<file path="src/hw/rtl/bst_pkg.sv">
`timescale 1ns / 1ps
`default_nettype none

package bst_pkg;

  // Field widths
  localparam int unsigned CoordW  = 40;
  localparam int unsigned DiffW   = 41;
  localparam int unsigned LenW    = 41;
  localparam int unsigned StrainW = 40;
  localparam int unsigned SqW     = 82;
  localparam int unsigned RemW    = 42;
  localparam int unsigned NumW    = 73;
  localparam int unsigned FracW   = 32;

  // Shared adder width
  localparam int unsigned AluW = 84;

  // Step counter
  localparam int unsigned CntW = 7;
  localparam logic [CntW-1:0] SqLast = CntW'(40);
  localparam logic [CntW-1:0] RtLast = CntW'(40);
  localparam logic [CntW-1:0] DvLast = CntW'(72);

  // Saturation limits
  localparam logic [StrainW-1:0] StrainMaxPos = {1'b0, {(StrainW-1){1'b1}}};
  localparam logic [StrainW-1:0] StrainMagNeg = {1'b1, {(StrainW-1){1'b0}}};

  // Sequencer states
  typedef enum logic [3:0] {
    ST_IDLE,
    ST_DX,
    ST_NX,
    ST_DY,
    ST_NY,
    ST_SQX,
    ST_SQY,
    ST_RT,
    ST_CHK,
    ST_DM1,
    ST_DM2,
    ST_DV,
    ST_SAT,
    ST_DONE
  } state_e;

  // Sequencer to datapath
  typedef struct packed {
    state_e state;
    logic   last;
    logic   ready;
  } ctrl_t;

  // Datapath to sequencer
  typedef struct packed {
    logic need_div;
    logic out_free;
  } stat_t;

endpackage

`default_nettype wire

</file>
<file path="src/hw/rtl/bst_alu.sv">
`timescale 1ns / 1ps
`default_nettype none

module bst_alu import bst_pkg::*; (
  input  wire logic [AluW-1:0] a_i,
  input  wire logic [AluW-1:0] b_i,
  input  wire logic            sub_i,
  output logic      [AluW-1:0] res_o,
  output logic                 nb_o
);

  logic [AluW:0] sum;

  // Add, or subtract through the inverted operand with carry in
  always_comb begin
    sum   = {1'b0, a_i} + {1'b0, (sub_i ? ~b_i : b_i)} + {{AluW{1'b0}}, sub_i};
    res_o = sum[AluW-1:0];
    nb_o  = sum[AluW];
  end

endmodule

`default_nettype wire

</file>
<file path="src/hw/rtl/bst_ctrl.sv">
`timescale 1ns / 1ps
`default_nettype none

module bst_ctrl import bst_pkg::*; (
  input  wire logic  clk_i,
  input  wire logic  rst_ni,
  input  wire logic  start_i,
  input  wire stat_t stat_i,
  output ctrl_t      ctrl_o
);

  state_e          state_q, state_d;
  logic [CntW-1:0] cnt_q, cnt_d;
  logic            last;

  assign last = (cnt_q == '0);

  // Next state
  always_comb begin
    state_d = state_q;
    case (state_q)
      ST_IDLE: if (start_i) state_d = ST_DX;
      ST_DX:   state_d = ST_NX;
      ST_NX:   state_d = ST_DY;
      ST_DY:   state_d = ST_NY;
      ST_NY:   state_d = ST_SQX;
      ST_SQX:  if (last) state_d = ST_SQY;
      ST_SQY:  if (last) state_d = ST_RT;
      ST_RT:   if (last) state_d = ST_CHK;
      ST_CHK:  state_d = stat_i.need_div ? ST_DM1 : ST_DONE;
      ST_DM1:  state_d = ST_DM2;
      ST_DM2:  state_d = ST_DV;
      ST_DV:   if (last) state_d = ST_SAT;
      ST_SAT:  state_d = ST_DONE;
      ST_DONE: if (stat_i.out_free) state_d = ST_IDLE;
      default: state_d = ST_IDLE;
    endcase
  end

  // Step counter: load on entry to a long phase, count down inside it
  always_comb begin
    cnt_d = cnt_q - CntW'(1);
    case (state_q)
      ST_NY:   cnt_d = SqLast;
      ST_SQX:  cnt_d = last ? SqLast : cnt_q - CntW'(1);
      ST_SQY:  cnt_d = last ? RtLast : cnt_q - CntW'(1);
      ST_DM2:  cnt_d = DvLast;
      ST_RT, ST_DV: cnt_d = cnt_q - CntW'(1);
      default: cnt_d = '0;
    endcase
  end

  // Outputs
  always_comb begin
    ctrl_o.state = state_q;
    ctrl_o.last  = last;
    ctrl_o.ready = (state_q == ST_IDLE);
  end

  always_ff @(posedge clk_i or negedge rst_ni) begin
    if (!rst_ni) begin
      state_q <= ST_IDLE;
      cnt_q   <= '0;
    end else begin
      state_q <= state_d;
      cnt_q   <= cnt_d;
    end
  end

endmodule

`default_nettype wire

</file>
<file path="src/hw/rtl/baseline_strain_tracker.sv">
`timescale 1ns / 1ps
`default_nettype none

// Baseline strain tracker.
// One input transaction is one survey epoch: two points, x/y each, on the
// slave stream, with tuser marking the first epoch of a new series. One
// output transaction per epoch carries the floor of the point distance and
// the relative length change against the previous epoch, 32 fraction bits.
// Tuser flags tell whether the strain is valid and whether the previous
// length was zero.
// All arithmetic runs through one shared 84-bit adder under a sequencer:
// the differences and their magnitudes, shift-add squaring, the square
// root, then long division when a strain is due against a nonzero previous
// length; division is skipped for a first epoch or a zero base. The result
// then enters the output register, and the next input transaction can be
// taken from the cycle after that on.
// The output register holds a result while the receiver stalls; the next
// epoch is accepted meanwhile and waits in its final step until the register
// is free.
// Reset empties the output register and forgets the previous length, so the
// first epoch after reset carries no strain.

module baseline_strain_tracker import bst_pkg::*; (
  input  wire logic         clk_i,
  input  wire logic         rst_ni,
  input  wire logic         s_axis_tvalid,
  output logic              s_axis_tready,
  // first_x[39:0], first_y[79:40], second_x[119:80], second_y[159:120]
  input  wire logic [159:0] s_axis_tdata,
  // restart[0]
  input  wire logic [0:0]   s_axis_tuser,
  output logic              m_axis_tvalid,
  input  wire logic         m_axis_tready,
  // baseline_length[40:0], strain[80:41], zero fill[87:81]
  output logic [87:0]       m_axis_tdata,
  // strain_valid[0], zero_base[1]
  output logic [1:0]        m_axis_tuser
);

  ctrl_t ctrl;
  stat_t stat;
  logic  start;

  // Captured epoch
  logic [CoordW-1:0] fx_q, fy_q, sx_q, sy_q;
  logic              restart_q;

  // Working registers
  logic [DiffW-1:0]   ax_q, ay_q;
  logic [DiffW-1:0]   m_q;
  logic [SqW-1:0]     mc_q, acc_q;
  logic [RemW-1:0]    rem_q;
  logic [LenW-1:0]    root_q;
  logic               neg_q, over_q;
  logic [NumW-1:0]    num_q;
  logic [LenW-1:0]    drem_q;
  logic [StrainW-1:0] quo_q, strain_q, qsat;
  logic               sv_q, zb_q;

  // Series state
  logic [LenW-1:0] prev_q;
  logic            have_prev_q;

  // Output register
  logic               out_valid_q;
  logic [LenW-1:0]    out_len_q;
  logic [StrainW-1:0] out_strain_q;
  logic               out_sv_q, out_zb_q;

  // Shared adder
  logic [AluW-1:0] alu_a, alu_b, alu_res;
  logic            alu_sub, alu_nb;

  assign start          = s_axis_tvalid && s_axis_tready;
  assign s_axis_tready  = ctrl.ready;
  assign stat.out_free  = !out_valid_q || m_axis_tready;
  assign stat.need_div  = !restart_q && have_prev_q && (prev_q != '0);

  bst_ctrl u_ctrl (
    .clk_i   (clk_i),
    .rst_ni  (rst_ni),
    .start_i (start),
    .stat_i  (stat),
    .ctrl_o  (ctrl)
  );

  bst_alu u_alu (
    .a_i   (alu_a),
    .b_i   (alu_b),
    .sub_i (alu_sub),
    .res_o (alu_res),
    .nb_o  (alu_nb)
  );

  // Saturate the quotient magnitude
  always_comb begin
    if (neg_q) begin
      qsat = (over_q || (quo_q[StrainW-1] && (quo_q[StrainW-2:0] != '0))) ?
             StrainMagNeg : quo_q;
    end else begin
      qsat = (over_q || quo_q[StrainW-1]) ? StrainMaxPos : quo_q;
    end
  end

  // Select adder operands per step
  always_comb begin
    alu_a   = '0;
    alu_b   = '0;
    alu_sub = 1'b0;
    case (ctrl.state)
      ST_DX: begin
        alu_a   = {{(AluW-CoordW){sx_q[CoordW-1]}}, sx_q};
        alu_b   = {{(AluW-CoordW){fx_q[CoordW-1]}}, fx_q};
        alu_sub = 1'b1;
      end
      ST_DY: begin
        alu_a   = {{(AluW-CoordW){sy_q[CoordW-1]}}, sy_q};
        alu_b   = {{(AluW-CoordW){fy_q[CoordW-1]}}, fy_q};
        alu_sub = 1'b1;
      end
      ST_NX: begin
        alu_b   = {{(AluW-DiffW){ax_q[DiffW-1]}}, ax_q};
        alu_sub = 1'b1;
      end
      ST_NY: begin
        alu_b   = {{(AluW-DiffW){ay_q[DiffW-1]}}, ay_q};
        alu_sub = 1'b1;
      end
      ST_SQX, ST_SQY: begin
        alu_a = {{(AluW-SqW){1'b0}}, acc_q};
        alu_b = {{(AluW-SqW){1'b0}}, mc_q};
      end
      ST_RT: begin
        alu_a   = {{(AluW-RemW-2){1'b0}}, rem_q, acc_q[SqW-1:SqW-2]};
        alu_b   = {{(AluW-LenW-2){1'b0}}, root_q, 2'b01};
        alu_sub = 1'b1;
      end
      ST_DM1: begin
        alu_a   = {{(AluW-LenW){1'b0}}, root_q};
        alu_b   = {{(AluW-LenW){1'b0}}, prev_q};
        alu_sub = 1'b1;
      end
      ST_DM2: begin
        alu_a   = {{(AluW-LenW){1'b0}}, (neg_q ? prev_q : root_q)};
        alu_b   = {{(AluW-LenW){1'b0}}, (neg_q ? root_q : prev_q)};
        alu_sub = 1'b1;
      end
      ST_DV: begin
        alu_a   = {{(AluW-LenW-1){1'b0}}, drem_q, num_q[NumW-1]};
        alu_b   = {{(AluW-LenW){1'b0}}, prev_q};
        alu_sub = 1'b1;
      end
      ST_SAT: begin
        alu_b   = {{(AluW-StrainW){1'b0}}, qsat};
        alu_sub = 1'b1;
      end
      default: begin
        alu_a   = '0;
        alu_b   = '0;
        alu_sub = 1'b0;
      end
    endcase
  end

  // Datapath registers
  always_ff @(posedge clk_i) begin
    if (start) begin
      fx_q      <= s_axis_tdata[39:0];
      fy_q      <= s_axis_tdata[79:40];
      sx_q      <= s_axis_tdata[119:80];
      sy_q      <= s_axis_tdata[159:120];
      restart_q <= s_axis_tuser[0];
    end
    case (ctrl.state)
      ST_DX: ax_q <= alu_res[DiffW-1:0];
      ST_DY: ay_q <= alu_res[DiffW-1:0];
      // Take the magnitude of the x difference
      ST_NX: if (ax_q[DiffW-1]) ax_q <= alu_res[DiffW-1:0];
      // Take the magnitude of the y difference, then start the x square
      ST_NY: begin
        if (ay_q[DiffW-1]) ay_q <= alu_res[DiffW-1:0];
        m_q   <= ax_q;
        mc_q  <= {{(SqW-DiffW){1'b0}}, ax_q};
        acc_q <= '0;
      end
      // Shift-add squaring; switch to y after the last x step
      ST_SQX, ST_SQY: begin
        if (m_q[0]) acc_q <= alu_res[SqW-1:0];
        if ((ctrl.state == ST_SQX) && ctrl.last) begin
          m_q  <= ay_q;
          mc_q <= {{(SqW-DiffW){1'b0}}, ay_q};
        end else begin
          m_q  <= m_q >> 1;
          mc_q <= mc_q << 1;
        end
        if ((ctrl.state == ST_SQY) && ctrl.last) begin
          rem_q  <= '0;
          root_q <= '0;
        end
      end
      // One root bit per step, two radicand bits shifted in
      ST_RT: begin
        acc_q <= acc_q << 2;
        if (alu_nb) begin
          rem_q  <= alu_res[RemW-1:0];
          root_q <= {root_q[LenW-2:0], 1'b1};
        end else begin
          rem_q  <= {rem_q[RemW-3:0], acc_q[SqW-1:SqW-2]};
          root_q <= {root_q[LenW-2:0], 1'b0};
        end
      end
      // Decide the flags; strain stays zero unless divided
      ST_CHK: begin
        sv_q     <= !restart_q && have_prev_q;
        zb_q     <= !restart_q && have_prev_q && (prev_q == '0);
        strain_q <= '0;
      end
      ST_DM1: neg_q <= !alu_nb;
      ST_DM2: begin
        num_q  <= {alu_res[LenW-1:0], {FracW{1'b0}}};
        drem_q <= '0;
        quo_q  <= '0;
        over_q <= 1'b0;
      end
      // Restoring division, one quotient bit per step
      ST_DV: begin
        num_q  <= num_q << 1;
        drem_q <= alu_nb ? alu_res[LenW-1:0] : alu_a[LenW-1:0];
        quo_q  <= {quo_q[StrainW-2:0], alu_nb};
        over_q <= over_q || quo_q[StrainW-1];
      end
      ST_SAT: strain_q <= neg_q ? alu_res[StrainW-1:0] : qsat;
      default: begin
      end
    endcase
  end

  // Series state: every epoch loaded into the output register becomes the new reference
  always_ff @(posedge clk_i or negedge rst_ni) begin
    if (!rst_ni) begin
      prev_q      <= '0;
      have_prev_q <= 1'b0;
    end else if ((ctrl.state == ST_DONE) && stat.out_free) begin
      prev_q      <= root_q;
      have_prev_q <= 1'b1;
    end
  end

  // Output register: hold while the receiver stalls
  always_ff @(posedge clk_i or negedge rst_ni) begin
    if (!rst_ni) begin
      out_valid_q <= 1'b0;
    end else if ((ctrl.state == ST_DONE) && stat.out_free) begin
      out_valid_q <= 1'b1;
    end else if (m_axis_tready) begin
      out_valid_q <= 1'b0;
    end
  end

  always_ff @(posedge clk_i) begin
    if ((ctrl.state == ST_DONE) && stat.out_free) begin
      out_len_q    <= root_q;
      out_strain_q <= strain_q;
      out_sv_q     <= sv_q;
      out_zb_q     <= zb_q;
    end
  end

  assign m_axis_tvalid = out_valid_q;
  assign m_axis_tdata  = {7'b0, out_strain_q, out_len_q};
  assign m_axis_tuser  = {out_zb_q, out_sv_q};

endmodule

`default_nettype wire

</file>
<file path="config.mk">
export PLATFORM = sky130hd
export DESIGN_NAME = baseline_strain_tracker
export DESIGN_NICKNAME = d
export VERILOG_FILES = /design/src/hw/rtl/bst_pkg.sv /design/src/hw/rtl/bst_alu.sv /design/src/hw/rtl/bst_ctrl.sv /design/src/hw/rtl/baseline_strain_tracker.sv
export SDC_FILE = /design/constraint.sdc
export NUM_CORES = 1
export LEC_CHECK = 0
export BUFFER_PORTS_ARGS = -buffer_cell sky130_fd_sc_hd__buf_2
export CAP_MARGIN = 20
export CORE_ASPECT_RATIO = 1.25
export CORE_MARGIN = 2
export CORE_UTILIZATION = 30
export CTS_CLUSTER_SIZE = 14
export DETAILED_ROUTE_END_ITERATION = 6
export HOLD_SLACK_MARGIN = 0.05
export SKIP_LAST_GASP = 1
export SLEW_MARGIN = 20
export SYNTH_ARGS = -nofsm -noshare
export SYNTH_HDL_FRONTEND = slang
export SYNTH_SLANG_ARGS = --single-unit
</file>
<file path="constraint.sdc">
create_clock -name clk_i -period 8.5 [get_ports clk_i]
set_clock_uncertainty 0.2 [all_clocks]
set_input_delay 0 -clock clk_i [delete_from_list [all_inputs] [get_ports clk_i]]
set_output_delay 0 -clock clk_i [all_outputs]
set_load 0.02 [all_outputs]
</file>
==> results.json, run 1 <==
{
  "violations": "DRC",
  "synth.top_cell.area_share_pct": 57.7,
  "drtAntennaViolNets": 0,
  "drt_wirelength_um": 146000,
  "cts_root_buf": "clkbuf_16",
  "largest_family_of_logic_cells_by_synthesized_area": "compound AO/OA/AOI/OAI gates",
  "numPortBuffers": 249,
  "synth-seq-area-share_pct": 61.0,
  "worst_slew_pin_slew_ns": 1.01,
  "first_global_vias": 32100,
  "synthMostInstantiatedCell": "edfxtp_1",
  "antenna_found_initial": 3,
  "synth_area_leader_cell": "edfxtp_1",
  "fin_util_pct": 37.5,
  "initial_detailed_routing_violation_count": 3601,
  "die_w_um": 333,
  "dpl.cell_count": 5361,
  "clk-insertion-delay-late_ns": 0.71,
  "cts-root-to-sink-buffers": 3,
  "post_synth_fa_ha_maj_area_fraction_pct": 2.64,
  "outcome": "complete, but fails checks",
  "start_util_pct": 30.3,
  "routed-via-count": 32500,
  "rsz0062_at_grt": "no",
  "fp.dieH_um": 415,
  "number_of_buffers_created_by_cts": 88,
  "critical_path_class": "reg -> reg",
  "fin_nets": 4281,
  "synthSimpleGateAreaFrac_pct": 12.8,
  "floorplan.rows": 150,
  "path_max_fanout": 67,
  "setup-violations-final": 0,
  "ys.warnings.count": 0,
  "worst-endpoint-arrival_ns": 7.66,
  "global_placer_s_final_weighted_congestion": 0.940,
  "yosys.area_share.xor_xnor_pct": 1.81,
  "detail_route.wl_per_cell_um": 25.0,
  "first_pass_grt_wire_length_um": 215000,
  "synth_edf_count": 780,
  "worst-path-buf-inv": 4,
  "areaGrowthSynthToFinish_pct": 23.8,
  "sequential_cell_area_um2": 24800,
  "synth-compound-area-share_pct": 16.8,
  "cts.reportedPaths.clkPinSlew_ns": 0.06,
  "timing.setup.tns_ns": 0,
  "numClockSinks": 834,
  "globalRouteOverflowTotal": 0,
  "slew_viol_final": 0,
  "layout_worst_path_cycle_share_pct": 87.5,
  "maxClockFrequency_mhz": 134,
  "n_fill_cell": 13100,
  "ctsHtreeMaxLevel": 3,
  "critical_path.top_delay_family": "compound AO/OA/AOI/OAI gates",
  "class_of_the_tightest_hold_or_removal_check": "in -> reg",
  "yosys_most_used_dff": "edfxtp_1",
  "io_pins": 257,
  "synth_top_cells_by_count": "edfxtp_1, nand2_1, nor2_1",
  "syn-instance-count": 3538,
  "async_s_r_ff_share_synth_pct": 6.47,
  "synth-seq-cells": 834,
  "synth.area.top_cells": "edfxtp_1, nand2_1, a21oi_1",
  "layout_min_cycle_time_ns": 7.44,
  "synth.lib_cells_used.distinct": 81,
  "fp.coreArea_um2": 134000,
  "design.die.area_um2": 138000,
  "drt_pre_antenna_iters": 7,
  "clock_tree_from_tritoncts": "built",
  "endpoint_kind": "flip-flop",
  "syn-mean-instance-area_um2": 11.5,
  "drv_cap": 0,
  "grt_start_max_net_pins": 117,
  "multi_input_area_um2": 15000,
  "vias_per_std_cell": 5.56,
  "syn-cell-area_um2": 40600,
  "max_incr_delay_on_cp_ns": 0.93,
  "drive_above_1_share_pct": 13.5,
  "crit_slowest_cell": "dfrtp_1",
  "post_route_non_filler_standard_cell_count": 5856,
  "startpoint_type": "flip-flop",
  "hold_violations": 0,
  "critPathRequiredTime_ns": 8.72,
  "slew-limit-headroom_pct": 32.6,
  "globalRouteTotalUtil_pct": 20.6,
  "hpwl_um": 95700,
  "synth.area.mux_share_pct": 2.20,
  "drcViolationCount": 5,
  "worstPathCellList": "nand2b_1 > nor2_4 > buf_4 > buf_4 > a221oi_1 > a32o_1 > ha_1 > inv_1 > nor3_1 > and3_1 > a21oi_1 > o311ai_0 > a211o_1 > a41o_2 > a31o_2 > o221ai_4 > buf_12 > nor2_1 > a21oi_1 > nor2_1"
}
-- through the flow --
step	hold WS [ns]	instance area [um2]	setup WS, ns
after floorplan	-0.496	40600	0.793
after global placement	-0.0234	43900	1.13
after detailed placement	-0.0219	44000	1.07
after CTS	0.0623	50200	1.03
after global routing	0.122	50300	0.676
final	0.0934	50300	1.06
-- worst min-delay path, delay by kind of cell --
family                 cells  cell delay (ns)
buffers and inverters      2             0.63
AO/OA/AOI/OAI              1             0.20
AND/OR/NAND/NOR            1             0.12
-- per-layer routing --
layer	GRT usage [%]	vias to the layer above	part of all wire [%]
li1	-	14300	-
met1	25.8	16200	39
met2	34.6	1636	48
met3	3.05	372	7.3
met4	10.5	0	5.6
met5	0	-	0
-- path summary, 6_finish.rpt --
check	startpoint	endpoint	slack (ns)	cells after the start
worst max-delay path	u_ctrl.state_q[2]	rem_q[27]	1.06	20
worst min-delay path	m_axis_tready	m_axis_tvalid	0.09	4
worst max register to register	u_ctrl.state_q[2]	rem_q[27]	1.06	20
worst min register to register	strain_q[18]	out_strain_q[18]	0.21	0
max in group asynchronous	rst_ni	u_ctrl.state_q[1]	7.45	4
min in group asynchronous	rst_ni	prev_q[35]	0.16	4
-- cells by family (layout without fill, tap and decap cells) --
logic type | after synthesis | count (layout)
flops | 834 | 834
compound gates | 1009 | 1009
buf+inv | 283 | 844
mux | 84 | 84
simple gates | 1158 | 1158
xor+xnor | 84 | 84
fa+ha+maj | 85 | 85
other cells | 1 | 10
-- area by class of cell --
| cell class | instances | share of cell area, % |
|---|---|---|
| timing repair buffer | 647 | 10.4 |
| clock inverter | 53 | 1.32 |
| antenna | 3 | 0.0149 |
| tap | 1748 | 4.35 |
| multi-input combinational | 2427 | 29.8 |
| sequential | 834 | 49.3 |
| inverter | 33 | 0.246 |
| clock buffer | 111 | 4.65 |
-- cells in the final DEF (no fill, tap or decap), drive strengths merged, types with 29 or more instances in the layout --
cell type,count
edfxtp,780
nand2,455
nor2,333
dlygate4sd3,326
buf,321
a21oi,276
o21ai,183
and2,124
a21o,119
clkbuf,111
a22oi,95
ha,84
a221oi,79
nand3,69
dfrtp,54
o31ai,48
xnor2,46
mux2,43
mux2i,41
a222oi,38
xor2,38
inv,38
a22o,37
nor3,37
clkinv,29
-- state kept, by name (all words and copies together), names as in the netlist, 41 cells and up --
name	cells
acc_q	82
ax_q	41
ay_q	41
drem_q	41
m_q	41
mc_q	82
num_q	41
out_len_q	41
prev_q	41
rem_q	42
root_q	41
-- timing repair --
action                                 CTS  global route
endpoints found under the hold margin  265             0
setup buffers                            0             0
hold buffers                           327             0
gates resized for setup                  0             0
Power of run 1 is left out: the tool's default activity adds up to more than one toggle a clock period on the data nets, which glitch-free logic cannot reach.
==> inputs of run 2 (changes only) <==
==> constraint.sdc (replaced) <==
create_clock -name clk_i -period 7.8 [get_ports clk_i]
set_clock_uncertainty 0.2 [all_clocks]
set_input_delay 0 -clock clk_i [delete_from_list [all_inputs] [get_ports clk_i]]
set_output_delay 0 -clock clk_i [all_outputs]
set_load 0.02 [all_outputs]
==> run 2 against run 1 <==
The run still ends with DRC left. Worst setup slack lost 0.37 ns. Critical endpoint is now drem_q[32]. Highest routed layer unchanged. Routed wire length grew 0.80%. Flip-flop and latch count is the same. Utilization grew 0.22 points.
==> results.json, run 2 (synthesis results as in run 1) <==
{
  "numPortBuffers": 249,
  "final_common_cell": "edfxtp_1",
  "layout_min_cycle_time_ns": 7.11,
  "timing.setup.tns_ns": 0,
  "use_met3_pct": 3.69,
  "die_w_um": 333,
  "hpwl_um": 97600,
  "global_placer_s_final_weighted_congestion": 0.921,
  "ctsHtreeMaxLevel": 3,
  "grt_util_met2_pct": 34.5,
  "endpoint_kind": "flip-flop",
  "grt_start_max_net_pins": 93,
  "cts.reportedPaths.clkPinSlew_ns": 0.06,
  "worst-endpoint-arrival_ns": 7.33,
  "globalRouteTotalUtil_pct": 20.8,
  "drtAntennaViolNets": 0,
  "cts.repair_timing.setup_buffer_count": 0,
  "design.die.area_um2": 138000,
  "dpl.cell_count": 5377,
  "cts_hold_repair.buffers": 328,
  "startpoint_type": "flip-flop",
  "detail_route.wl_per_cell_um": 25.1,
  "critPathRequiredTime_ns": 8.03,
  "clock_tree_from_tritoncts": "built",
  "rsz0062_at_grt": "no",
  "first_global_vias": 32300,
  "maxClockFrequency_mhz": 141,
  "fin_nets": 4299,
  "outcome": "complete, but fails checks",
  "drcViolationCount": 2,
  "start_util_pct": 30.3,
  "class_of_the_tightest_hold_or_removal_check": "in -> async",
  "slew_viol_final": 0,
  "fp.dieH_um": 415,
  "globalRouteOverflowTotal": 0,
  "grt_busiest_layer": "met2",
  "setup-violations-final": 0,
  "initial_detailed_routing_violation_count": 3576,
  "post_route_non_filler_standard_cell_count": 5877,
  "routed-via-count": 32500,
  "drv_cap": 0,
  "fp.coreArea_um2": 134000,
  "first_pass_grt_wire_length_um": 215000,
  "drt_wirelength_um": 148000,
  "cts-root-to-sink-buffers": 3,
  "number_of_buffers_created_by_cts": 90,
  "n_fill_cell": 13000,
  "antenna_found_initial": 6,
  "use_met1_pct": 25.9,
  "numClockSinks": 834,
  "drt_pre_antenna_iters": 7,
  "critical_path_class": "reg -> reg",
  "post_dp_cell_area_um2": 44100,
  "drive_above_1_share_pct": 13.9,
  "path_max_fanout": 65,
  "slew-limit-headroom_pct": 27.4,
  "cts_root_buf": "clkbuf_16",
  "violations": "DRC",
  "most-common-layout-cells": "edfxtp_1, nand2_1, dlygate4sd3_1, nor2_1, a21oi_1",
  "hold_violations": 0,
  "worst_slew_pin_slew_ns": 1.09,
  "layout_worst_path_cycle_share_pct": 91.1,
  "reg_top3": "acc_q (82), mc_q (82), rem_q (42)",
  "floorplan.rows": 150,
  "cts.repair.resized": 0,
  "clk-insertion-delay-late_ns": 0.73,
  "io_pins": 257,
  "vias_per_std_cell": 5.53,
  "fin_worst_hold_slack_ns": 0.202,
  "areaGrowthSynthToFinish_pct": 24.6,
  "postLayoutCellArea_um2": 50600
}
-- run 2: final cells by class --
type / count / area [um2] / area share, %
timing repair buffer: 663 / 5380 / 10.6
multi-input combinational: 2427 / 15000 / 29.6
sequential: 834 / 24800 / 49.0
antenna: 3 / 7.51 / 0.0148
tap: 1748 / 2190 / 4.33
clock buffer: 107 / 2360 / 4.66
clock inverter: 62 / 778 / 1.54
inverter: 33 / 124 / 0.245
-- run 2: metrics by stage --
stage / utilization (%) / worst slack (ns)
2_1_floorplan: - / 0.0926
3_3_place_gp: 32.9 / 0.673
3_5_place_dp: 32.9 / 0.825
4_1_cts: 37.7 / 0.765
5_1_grt: 37.7 / 0.495
6_report: 37.7 / 0.694
-- run 2: routing by layer --
layer / share of wire, % / wire, um / vias up
met5: 0 / 0 / -
met4: 5.4 / 8010 / 0
met3: 7.8 / 11600 / 356
met2: 48 / 70300 / 1587
met1: 39 / 57700 / 16200
li1: - / - / 14400
-- run 2: final timing paths --
path	startpoint	endpoint	slack (ns)	cells after the start
worst max-delay path	u_ctrl.state_q[1]	drem_q[32]	0.69	20
worst min-delay path	rst_ni	prev_q[36]	0.20	4
worst max register to register	u_ctrl.state_q[1]	drem_q[32]	0.69	20
worst min register to register	strain_q[37]	out_strain_q[37]	0.21	0
max in group asynchronous	rst_ni	prev_q[8]	6.80	4
min in group clk_i	strain_q[37]	out_strain_q[37]	0.21	0
-- run 2: worst max-delay path: stages (launching register included) --
cell	delay (ns)
dfrtp_1	0.64
buf_4	0.35
nand2b_1	0.50
a21oi_4	0.31
buf_12	0.30
a222oi_1	0.66
nand3_1	0.38
ha_1	0.51
nand2_1	0.16
nor2_1	0.08
and3_1	0.21
a21oi_1	0.17
o311ai_0	0.31
a211o_1	0.40
a41o_2	0.31
a31o_2	0.26
o221ai_4	0.40
buf_4	0.33
nor2_1	0.08
a21oi_1	0.15
nor2_1	0.05
Power of run 2 is left out for the same reason.
